## src/rtl/core/srcf_pkg.sv

```systemverilog
// Shared types and fixed field widths for the step result cache.
// No dependencies; every other file in this block imports it.
package srcf_pkg;

	localparam int CFG_W      = 4;
	localparam int IDX_OUT_W  = 3;
	localparam int STEP_OUT_W = 32;

	typedef enum logic {
		CMD_SELECT = 1'b0,
		CMD_MARK   = 1'b1
	} cmd_t;

	// control from the sequencer to the distance unit
	typedef struct packed {
		logic en;
		logic first;
	} far_ctl_t;

endpackage

```

## src/rtl/core/srcf_if.sv

```systemverilog
// Valid/ready channel interfaces: command input, result output and config write.
// Depends on srcf_pkg.
interface srcf_cmd_if;
	import srcf_pkg::*;
	logic                         valid;
	logic                         ready;
	cmd_t                         command;
	logic signed [STEP_OUT_W-1:0] step_value;
	logic                         up_to_date;
	modport source (output valid, command, step_value, up_to_date, input ready);
	modport sink (input valid, command, step_value, up_to_date, output ready);
endinterface

interface srcf_rsp_if;
	import srcf_pkg::*;
	logic                         valid;
	logic                         ready;
	logic        [IDX_OUT_W-1:0]  current_index;
	logic signed [STEP_OUT_W-1:0] current_step;
	logic                         current_valid;
	logic                         was_hit;
	modport source (output valid, current_index, current_step, current_valid, was_hit,
		input ready);
	modport sink (input valid, current_index, current_step, current_valid, was_hit,
		output ready);
endinterface

interface srcf_cfg_if;
	import srcf_pkg::*;
	logic             valid;
	logic             ready;
	logic [CFG_W-1:0] data;
	modport source (output valid, data, input ready);
	modport sink (input valid, data, output ready);
endinterface

```

## src/rtl/core/srcf_far_unit.sv

```systemverilog
// Shared distance unit: one subtract, magnitude and compare per cycle,
// keeping the running farthest entry. Depends on srcf_pkg.
module srcf_far_unit #(
	parameter int DW = 32,
	parameter int IW = 3
) (
	input  logic                  clk,
	input  logic                  arst_n,
	input  srcf_pkg::far_ctl_t    ctl,
	input  logic signed [DW-1:0]  entry_val,
	input  logic signed [DW-1:0]  req_val,
	input  logic        [IW-1:0]  entry_idx,
	output logic        [IW-1:0]  far_idx
);
	import srcf_pkg::*;

	logic signed [DW:0] diff;
	logic        [DW:0] mag;
	logic        [DW:0] far_dist_q;
	logic        [IW-1:0] far_idx_q;

	assign diff = (DW+1)'(entry_val) - (DW+1)'(req_val);
	assign mag  = diff[DW] ? (DW+1)'(-diff) : (DW+1)'(diff);

	// strict greater: the lowest index keeps ties
	always_ff @(posedge clk or negedge arst_n) begin
		if (!arst_n) begin
			far_idx_q <= '0;
		end else if (ctl.en && (ctl.first || mag > far_dist_q)) begin
			far_idx_q <= entry_idx;
		end
	end

	always_ff @(posedge clk) begin
		if (ctl.en && (ctl.first || mag > far_dist_q)) begin
			far_dist_q <= mag;
		end
	end

	assign far_idx = far_idx_q;
endmodule

```

## src/rtl/core/step_result_cache_farthest_replace_unit.sv

```systemverilog
// Top level of the step result cache with farthest-value replacement.
// Depends on srcf_pkg, the channel interfaces in srcf_if and srcf_far_unit.
//
// Fully associative cache of MAX_ENTRIES signed fixed-point step values
// (STEP_BITS wide, Q16.16 at the default), each with an up-to-date flag, one
// entry current. A select transaction compares the request against the
// current entry, then scans the entries in use for a match, and on a miss
// scans them again through a single distance unit and overwrites the entry
// farthest from the request (lowest index on ties), clearing its flag. A mark
// transaction writes the current entry's flag. Every command transaction
// yields exactly one result transaction describing the current entry.
// The command channel takes one transaction at a time. Mark, a current-entry
// hit and a miss with one entry in use (overwritten in place) finish once the
// current entry is read; a hit found by the scan ends the match scan there;
// any other miss runs the match scan and the farthest-distance scan over all
// entries in use, then a replace step. The result register loads as the
// sequencer returns to idle, before the next command can be taken. Each scan
// walks one entry per cycle through the store's single registered read port.
// A finished result waits in the output register while the next command is
// taken. The entries_in_use register (0 acts as 1, values above MAX_ENTRIES
// act as MAX_ENTRIES) may only be written while no command is in flight.
module step_result_cache_farthest_replace_unit #(
	parameter int MAX_ENTRIES = 8,
	parameter int STEP_BITS   = 32
) (
	input logic      clk,
	input logic      arst_n,
	srcf_cmd_if.sink   cmd,
	srcf_rsp_if.source rsp,
	srcf_cfg_if.sink   cfg
);
	import srcf_pkg::*;

	localparam int IDX_W = (MAX_ENTRIES > 1) ? $clog2(MAX_ENTRIES) : 1;
	localparam int CNT_W = $clog2(MAX_ENTRIES + 1);
	localparam int CMP_W = (CNT_W > CFG_W) ? CNT_W : CFG_W;

	typedef enum logic [2:0] {
		S_IDLE,
		S_CUR,
		S_MATCH,
		S_FAR,
		S_REPL,
		S_DONE
	} state_t;

	state_t                       state_q;
	logic        [CFG_W-1:0]      entries_q;
	logic        [IDX_W-1:0]      cur_q;
	logic        [IDX_W-1:0]      chk_q;
	logic        [MAX_ENTRIES-1:0] fresh_q;
	logic        [MAX_ENTRIES-1:0] vld_q;
	cmd_t                         cmd_q;
	logic signed [STEP_BITS-1:0]  req_q;
	logic                         upd_q;

	// entry store with one registered read port
	logic signed [STEP_BITS-1:0]  mem [MAX_ENTRIES];
	logic signed [STEP_BITS-1:0]  rd_q;
	logic                         rd_vld_q;
	logic signed [STEP_BITS-1:0]  rd_val;
	logic        [IDX_W-1:0]      rd_addr;
	logic                         wr_en;
	logic        [IDX_W-1:0]      wr_addr;

	// result staging and output register
	logic        [IDX_W-1:0]      res_idx_q;
	logic signed [STEP_BITS-1:0]  res_step_q;
	logic                         res_fresh_q;
	logic                         res_hit_q;
	logic                         out_valid_q;
	logic        [IDX_W-1:0]      out_idx_q;
	logic signed [STEP_BITS-1:0]  out_step_q;
	logic                         out_fresh_q;
	logic                         out_hit_q;

	logic        [CNT_W-1:0]      act_n;
	logic                         chk_last;
	logic                         cmd_acc;
	logic                         out_free;
	logic                         entry_eq;
	far_ctl_t                     far_ctl;
	logic        [IDX_W-1:0]      far_idx;

	// clamp the configured count into 1..MAX_ENTRIES
	always_comb begin
		if (entries_q == '0) begin
			act_n = CNT_W'(1);
		end else if (CMP_W'(entries_q) > CMP_W'(MAX_ENTRIES)) begin
			act_n = CNT_W'(MAX_ENTRIES);
		end else begin
			act_n = CNT_W'(entries_q);
		end
	end

	assign chk_last = (CNT_W'(chk_q) == act_n - CNT_W'(1));
	assign cmd_acc  = cmd.valid && cmd.ready;
	assign out_free = !out_valid_q || rsp.ready;
	assign rd_val   = rd_vld_q ? rd_q : '0;
	assign entry_eq = (rd_val == req_q);

	assign cmd.ready = (state_q == S_IDLE);
	assign cfg.ready = 1'b1;

	// configuration register
	always_ff @(posedge clk or negedge arst_n) begin
		if (!arst_n) begin
			entries_q <= CFG_W'(8);
		end else if (cfg.valid && cfg.ready) begin
			entries_q <= cfg.data;
		end
	end

	// read address: the current entry by default, the next scan slot while scanning
	always_comb begin
		rd_addr = cur_q;
		case (state_q)
			S_CUR: begin
				rd_addr = '0;
			end
			S_MATCH: begin
				rd_addr = chk_last ? '0 : IDX_W'(chk_q + IDX_W'(1));
			end
			S_FAR: begin
				rd_addr = IDX_W'(chk_q + IDX_W'(1));
			end
			default: begin
				rd_addr = cur_q;
			end
		endcase
	end

	// write the request into an entry: single-entry overwrite or farthest replace
	always_comb begin
		wr_en   = 1'b0;
		wr_addr = cur_q;
		if (state_q == S_CUR && cmd_q == CMD_SELECT && !entry_eq && act_n == CNT_W'(1)) begin
			wr_en = 1'b1;
		end else if (state_q == S_REPL) begin
			wr_en   = 1'b1;
			wr_addr = far_idx;
		end
	end

	always_ff @(posedge clk) begin
		if (wr_en) begin
			mem[wr_addr] <= req_q;
		end
		rd_q <= mem[rd_addr];
	end

	// written marks: an entry never written reads as zero
	always_ff @(posedge clk or negedge arst_n) begin
		if (!arst_n) begin
			vld_q    <= '0;
			rd_vld_q <= 1'b0;
		end else begin
			if (wr_en) begin
				vld_q[wr_addr] <= 1'b1;
			end
			rd_vld_q <= vld_q[rd_addr];
		end
	end

	// distance unit runs on the second scan only
	assign far_ctl.en    = (state_q == S_FAR);
	assign far_ctl.first = (chk_q == '0);

	srcf_far_unit #(
		.DW(STEP_BITS),
		.IW(IDX_W)
	) u_far (
		.clk      (clk),
		.arst_n   (arst_n),
		.ctl      (far_ctl),
		.entry_val(rd_val),
		.req_val  (req_q),
		.entry_idx(chk_q),
		.far_idx  (far_idx)
	);

	// sequencer: state, flags, current entry and result registers
	always_ff @(posedge clk or negedge arst_n) begin
		if (!arst_n) begin
			state_q     <= S_IDLE;
			cur_q       <= '0;
			chk_q       <= '0;
			fresh_q     <= '0;
			out_valid_q <= 1'b0;
		end else begin
			// drop the result once taken, unless a new one loads this cycle
			if (out_valid_q && rsp.ready && state_q != S_DONE) begin
				out_valid_q <= 1'b0;
			end
			case (state_q)
				S_IDLE: begin
					// latch the command; the current entry's read is issued now
					if (cmd_acc) begin
						state_q <= S_CUR;
					end
				end
				S_CUR: begin
					res_idx_q <= cur_q;
					if (cmd_q == CMD_MARK) begin
						fresh_q[cur_q] <= upd_q;
						res_step_q     <= rd_val;
						res_fresh_q    <= upd_q;
						res_hit_q      <= 1'b0;
						state_q        <= S_DONE;
					end else if (entry_eq) begin
						// current entry already holds the value
						res_step_q  <= rd_val;
						res_fresh_q <= fresh_q[cur_q];
						res_hit_q   <= 1'b1;
						state_q     <= S_DONE;
					end else if (act_n == CNT_W'(1)) begin
						// single entry: overwrite in place
						fresh_q[cur_q] <= 1'b0;
						res_step_q     <= req_q;
						res_fresh_q    <= 1'b0;
						res_hit_q      <= 1'b0;
						state_q        <= S_DONE;
					end else begin
						chk_q   <= '0;
						state_q <= S_MATCH;
					end
				end
				S_MATCH: begin
					if (entry_eq) begin
						cur_q       <= chk_q;
						res_idx_q   <= chk_q;
						res_step_q  <= req_q;
						res_fresh_q <= fresh_q[chk_q];
						res_hit_q   <= 1'b1;
						state_q     <= S_DONE;
					end else if (chk_last) begin
						chk_q   <= '0;
						state_q <= S_FAR;
					end else begin
						chk_q <= IDX_W'(chk_q + IDX_W'(1));
					end
				end
				S_FAR: begin
					if (chk_last) begin
						state_q <= S_REPL;
					end else begin
						chk_q <= IDX_W'(chk_q + IDX_W'(1));
					end
				end
				S_REPL: begin
					fresh_q[far_idx] <= 1'b0;
					cur_q            <= far_idx;
					res_idx_q        <= far_idx;
					res_step_q       <= req_q;
					res_fresh_q      <= 1'b0;
					res_hit_q        <= 1'b0;
					state_q          <= S_DONE;
				end
				S_DONE: begin
					// hold until the output register is free
					if (out_free) begin
						out_valid_q <= 1'b1;
						out_idx_q   <= res_idx_q;
						out_step_q  <= res_step_q;
						out_fresh_q <= res_fresh_q;
						out_hit_q   <= res_hit_q;
						state_q     <= S_IDLE;
					end
				end
				default: begin
					state_q <= S_IDLE;
				end
			endcase
		end
	end

	// command payload capture
	always_ff @(posedge clk) begin
		if (cmd_acc) begin
			cmd_q <= cmd.command;
			req_q <= STEP_BITS'(cmd.step_value);
			upd_q <= cmd.up_to_date;
		end
	end

	assign rsp.valid         = out_valid_q;
	assign rsp.current_index = IDX_OUT_W'(out_idx_q);
	assign rsp.current_step  = STEP_OUT_W'(out_step_q);
	assign rsp.current_valid = out_fresh_q;
	assign rsp.was_hit       = out_hit_q;
endmodule

```

## src/flat_wrapper.sv

```systemverilog
// flat-port wrapper written by rule: the top's interface ports become plain ports
module step_result_cache_farthest_replace_unit_flat import srcf_pkg::*;
#(
	parameter int MAX_ENTRIES = 8,
	parameter int STEP_BITS   = 32
)
  (clk, arst_n, cmd_valid, cmd_command, cmd_step_value, cmd_up_to_date, cmd_ready, rsp_valid, rsp_current_index, rsp_current_step, rsp_current_valid, rsp_was_hit, rsp_ready, cfg_valid, cfg_data, cfg_ready);
  srcf_cmd_if cmd_i ();
  srcf_rsp_if rsp_i ();
  srcf_cfg_if cfg_i ();
  input logic clk;
  input logic arst_n;
  input wire logic [$bits(cmd_i.valid)-1:0] cmd_valid;
  input wire logic [$bits(cmd_i.command)-1:0] cmd_command;
  input wire logic [$bits(cmd_i.step_value)-1:0] cmd_step_value;
  input wire logic [$bits(cmd_i.up_to_date)-1:0] cmd_up_to_date;
  output wire logic [$bits(cmd_i.ready)-1:0] cmd_ready;
  output wire logic [$bits(rsp_i.valid)-1:0] rsp_valid;
  output wire logic [$bits(rsp_i.current_index)-1:0] rsp_current_index;
  output wire logic [$bits(rsp_i.current_step)-1:0] rsp_current_step;
  output wire logic [$bits(rsp_i.current_valid)-1:0] rsp_current_valid;
  output wire logic [$bits(rsp_i.was_hit)-1:0] rsp_was_hit;
  input wire logic [$bits(rsp_i.ready)-1:0] rsp_ready;
  input wire logic [$bits(cfg_i.valid)-1:0] cfg_valid;
  input wire logic [$bits(cfg_i.data)-1:0] cfg_data;
  output wire logic [$bits(cfg_i.ready)-1:0] cfg_ready;
  assign cmd_i.valid = cmd_valid;
  assign cmd_i.command = cmd_command;
  assign cmd_i.step_value = cmd_step_value;
  assign cmd_i.up_to_date = cmd_up_to_date;
  assign cmd_ready = cmd_i.ready;
  assign rsp_valid = rsp_i.valid;
  assign rsp_current_index = rsp_i.current_index;
  assign rsp_current_step = rsp_i.current_step;
  assign rsp_current_valid = rsp_i.current_valid;
  assign rsp_was_hit = rsp_i.was_hit;
  assign rsp_i.ready = rsp_ready;
  assign cfg_i.valid = cfg_valid;
  assign cfg_i.data = cfg_data;
  assign cfg_ready = cfg_i.ready;
  step_result_cache_farthest_replace_unit #(.MAX_ENTRIES(MAX_ENTRIES), .STEP_BITS(STEP_BITS)) u_core (.clk(clk), .arst_n(arst_n), .cmd(cmd_i), .rsp(rsp_i), .cfg(cfg_i));
endmodule
```

## config.mk

```make
export PLATFORM = sky130hd
export DESIGN_NAME = step_result_cache_farthest_replace_unit_flat
export DESIGN_NICKNAME = d
export VERILOG_FILES = /design/src/rtl/core/srcf_pkg.sv /design/src/rtl/core/srcf_if.sv /design/src/rtl/core/srcf_far_unit.sv /design/src/rtl/core/step_result_cache_farthest_replace_unit.sv /design/src/flat_wrapper.sv
export SDC_FILE = /design/constraint.sdc
export NUM_CORES = 1
export LEC_CHECK = 0
export BUFFER_PORTS_ARGS = -buffer_cell sky130_fd_sc_hd__buf_4
export CAP_MARGIN = 15
export CELL_PAD_IN_SITES_DETAIL_PLACEMENT = 0
export CELL_PAD_IN_SITES_GLOBAL_PLACEMENT = 2
export CORE_AREA = 8 8 263 265
export CTS_CLUSTER_DIAMETER = 30
export DETAILED_ROUTE_END_ITERATION = 6
export DIE_AREA = 0 0 271 273
export GPL_TIMING_DRIVEN = 0
export HOLD_SLACK_MARGIN = 0.1
export PLACE_DENSITY = 0.75
export SLEW_MARGIN = 20
export SYNTH_ARGS = -nofsm -noshare
export SYNTH_HDL_FRONTEND = slang
export SYNTH_HIERARCHICAL = 1
export SYNTH_SLANG_ARGS = --single-unit
```

## constraint.sdc

```tcl
create_clock -name clk -period 16.5 [get_ports clk]
set_input_delay 0.825 -clock clk [delete_from_list [all_inputs] [get_ports clk]]
set_output_delay 0.825 -clock clk [all_outputs]
set_load 0.02 [all_outputs]
```

==> out/results.ini <==
[worst_setup_path]
path_delay_family = compound AO/OA/AOI/OAI gates
cp-endpoint = u_core/u_far/far_dist_q[1]
path_class = reg -> reg
rr_worst_depth = 27
worst_ep_required_time_ns = 16.74
end_kind = register
crit_fanout = 33
path_common_cell = a21o_1
slowest_stage = o221ai_1
cp.arrival_ns = 8.13
startpoint = u_core/rd_vld_q
slowest_delay_ns = 0.61
r2r_slack_ns = 8.62
r2r_start = u_core/rd_vld_q
startpoint_type = register
path_depth = 27
reg2reg_to = u_core/u_far/far_dist_q[1]
crit_buf_inv = 5

[synth]
yosysWarnings = 6
synthMuxAreaShare = 0.0248
synth_cell_type_count = 96
yosysMostFrequentCell = edfxtp_1
synth_top_area_frac = 0.532
ys_seq_area_frac = 0.599
synth_seq_cells = 463
synthFlopType = edfxtp_1
synth.area.top_cells = edfxtp_1, nand2_1, ha_1, dfrtp_1, dfxtp_1
synth-compound-area-share = 0.114
synth-simple-area-share = 0.160
synth_top_family_by_area = simple AND/OR/NAND/NOR gates
syn_area_um2 = 22400
ys_top_cells_by_count = edfxtp_1, nand2_1, inv_1, a21oi_1, nor2_1
synth_fa_ha_area_frac = 0.0394
synth-async-reset-ratio = 0.0734
synth_edf_count = 397
synth_fp_nets = 2015
yosys.area.top_type = edfxtp_1
synthXorXnorAreaFrac = 0.0262
synthCells = 1902
avgSynthCellArea_um2 = 11.8

[cts]
cts_setup_buffers = 0
clockBufferDepth = 3
ctsHoldBuffers = 0
cts_sinks = 463
cts_tree = done
cts_made_buffers = 100
clock_latency_ns = 0.64
htreeDepth = 3
cts_root_buf = clkbuf_16
clk_pin_slew_ns = 0.05
cts_resized = 0

[floorplanning]
die_height_um = 273
die_area_um2 = 74000
fp.coreArea_um2 = 65000
dieWidth_um = 271
io_pins = 83
initial_utilization = 0.345
rows = 94

[cells_and_area]
final_layout_size_suffix_gt1_frac = 0.187
area_delta_synth_final_pct = 24.6
fill_cells = 6030
seqCellArea_um2 = 13400
final_nets = 2214
multiInputGateArea_um2 = 8260

[timing]
setup_viol = 0
setup-tns-final_ns = 0
period_needed_ns = 7.88
fin_skew_ns = 0.0325
hold_viol = 0
fmax_mhz = 127
drv_slew = 0
worst_slew_pin_slew_ns = 0.895
rsz0062_at_grt = no
max_slew_margin = 0.401
fin_crit_sh = 0.478

[drt]
drcViolationCount = 0
vias = 15900
viasPerCell = 5.20
routedWlPerCell_um = 21.1
drt_first_pass_iters = 6
antenna_violating_nets_post_route = 0
totalWireLength_mm = 64.5
drtIter0Drc = 1272

[power]
ir_drop_mv = 0.0929
p_clk_frac = 0.314
pwr-share-seq = 0.271
power_frac_comb = 0.415
switching_power_mw = 2.53
finalPower_mw = 6.45
internal_power_mw = 3.91
power.leakage_nw = 10.7
p_sw_frac = 0.393
powerDensity_nw_per_um2 = 231

[placement]
hpwl_mm = 46.2
place.gp.congestion = 0.833
port_buffers = 81

[global_route]
antenna_found_initial = 1
gr-total-overflow = 0
grt_pass1_wl_mm = 98.2
grt_pass1_vias = 16200
grt_usage = 0.171
grt_max_degree = 37

[hold_path]
min_path_type = in -> async

[status]
status = finished, final reports clean

[job]
drv_cap = 0

## cell families after synthesis
group / after synthesis
and+or+nand+nor: 716
adders and majority gates: 70
muxes: 44
buffers and inverters: 173
xor gates and xnor gates: 67
other: 1
DFF: 463
AOI/OAI and AO/OA: 368
## registers in the layout, indices dropped and copies added (netlist names), 4 cells and up
signal                   count
u_core/entries_q             4
u_core/u_far/far_dist_q     33
u_core/vld_q                 8
u_core/mem                 256
u_core/rsp.current_step     32
u_core/req_q                32
u_core/rd_q                 32
u_core/res_step_q           32
u_core/fresh_q               8
## placed cells by master (no fill, tap or decap), types with 18 or more instances in the layout
cell	Yosys	layout
nor2_1	80	72
buf_2	29	29
a311oi_1	32	32
ha_1	69	69
nand4_1	20	20
and3_1	36	36
clkbuf_1	41	50
nand3_2	29	29
o21a_1	18	18
nand2_1	332	332
a31o_1	31	31
nor3_1	27	26
xor2_1	38	38
xnor2_1	29	29
dfrtp_1	33	33
clkbuf_16	0	103
o21ai_0	49	49
dfxtp_1	32	32
and2_1	41	40
o22ai_1	23	23
inv_1	85	84
buf_4	10	97
nand3_1	60	60
a21o_1	32	32
mux2_1	22	22
a21oi_1	82	82
edfxtp_1	397	397
## how the worst min path moves through the flow
stage                               start                           to  slack (ns)
global route                       arst_n            u_core/fresh_q[4]        0.15
finish                             arst_n            u_core/fresh_q[4]        0.14
floorplan             u_core/res_idx_q[0]  u_core/rsp.current_index[0]        0.40
detailed placement  u_core/res_step_q[12]  u_core/rsp.current_step[12]        0.40
global placement    u_core/res_step_q[22]  u_core/rsp.current_step[22]        0.40
CTS                                arst_n            u_core/fresh_q[4]        0.13
## power by group through the flow
stage | sequential, mW | combinational [mW] | clock, mW
floorplan | 1.69 | 1.89 | 0
global placement | 1.77 | 2.62 | 0
detailed placement | 1.76 | 2.68 | 0
CTS | 1.74 | 2.70 | 2.05
global route | 1.77 | 2.96 | 2.11
finish | 1.75 | 2.68 | 2.02
## through the flow
stage	area [µm²]	hold slack, ns	setup slack, ns	util	cells
2_1_floorplan	22400	0.400	10.40	-	1902
3_3_place_gp	24100	0.402	8.41	0.371	2847
3_5_place_dp	24400	0.405	8.72	0.376	2863
4_1_cts	27900	0.131	8.68	0.429	3052
5_1_grt	27900	0.148	7.97	0.429	3052
6_report	27900	0.142	8.62	0.429	3053
## metal layers
metal	up-vias	wire (µm)	global-route usage	share of wire
met5	-	0	0	0
met4	0	1460	0.0495	0.023
met3	103	3850	0.0355	0.060
met2	473	30300	0.283	0.47
met1	7819	28800	0.225	0.45
li1	7474	-	-	-
## area by class of cell
cell class,count,share of cell area
timing repair buffer,97,0.0315
inverter,86,0.0116
multi-input combinational,1266,0.296
sequential,463,0.480
clock buffer,119,0.0969
tap,864,0.0387
buffer,87,0.0175
clock inverter,70,0.0278
antenna,1,0.0000896
Note: power is estimated with default switching activity, not from simulation.
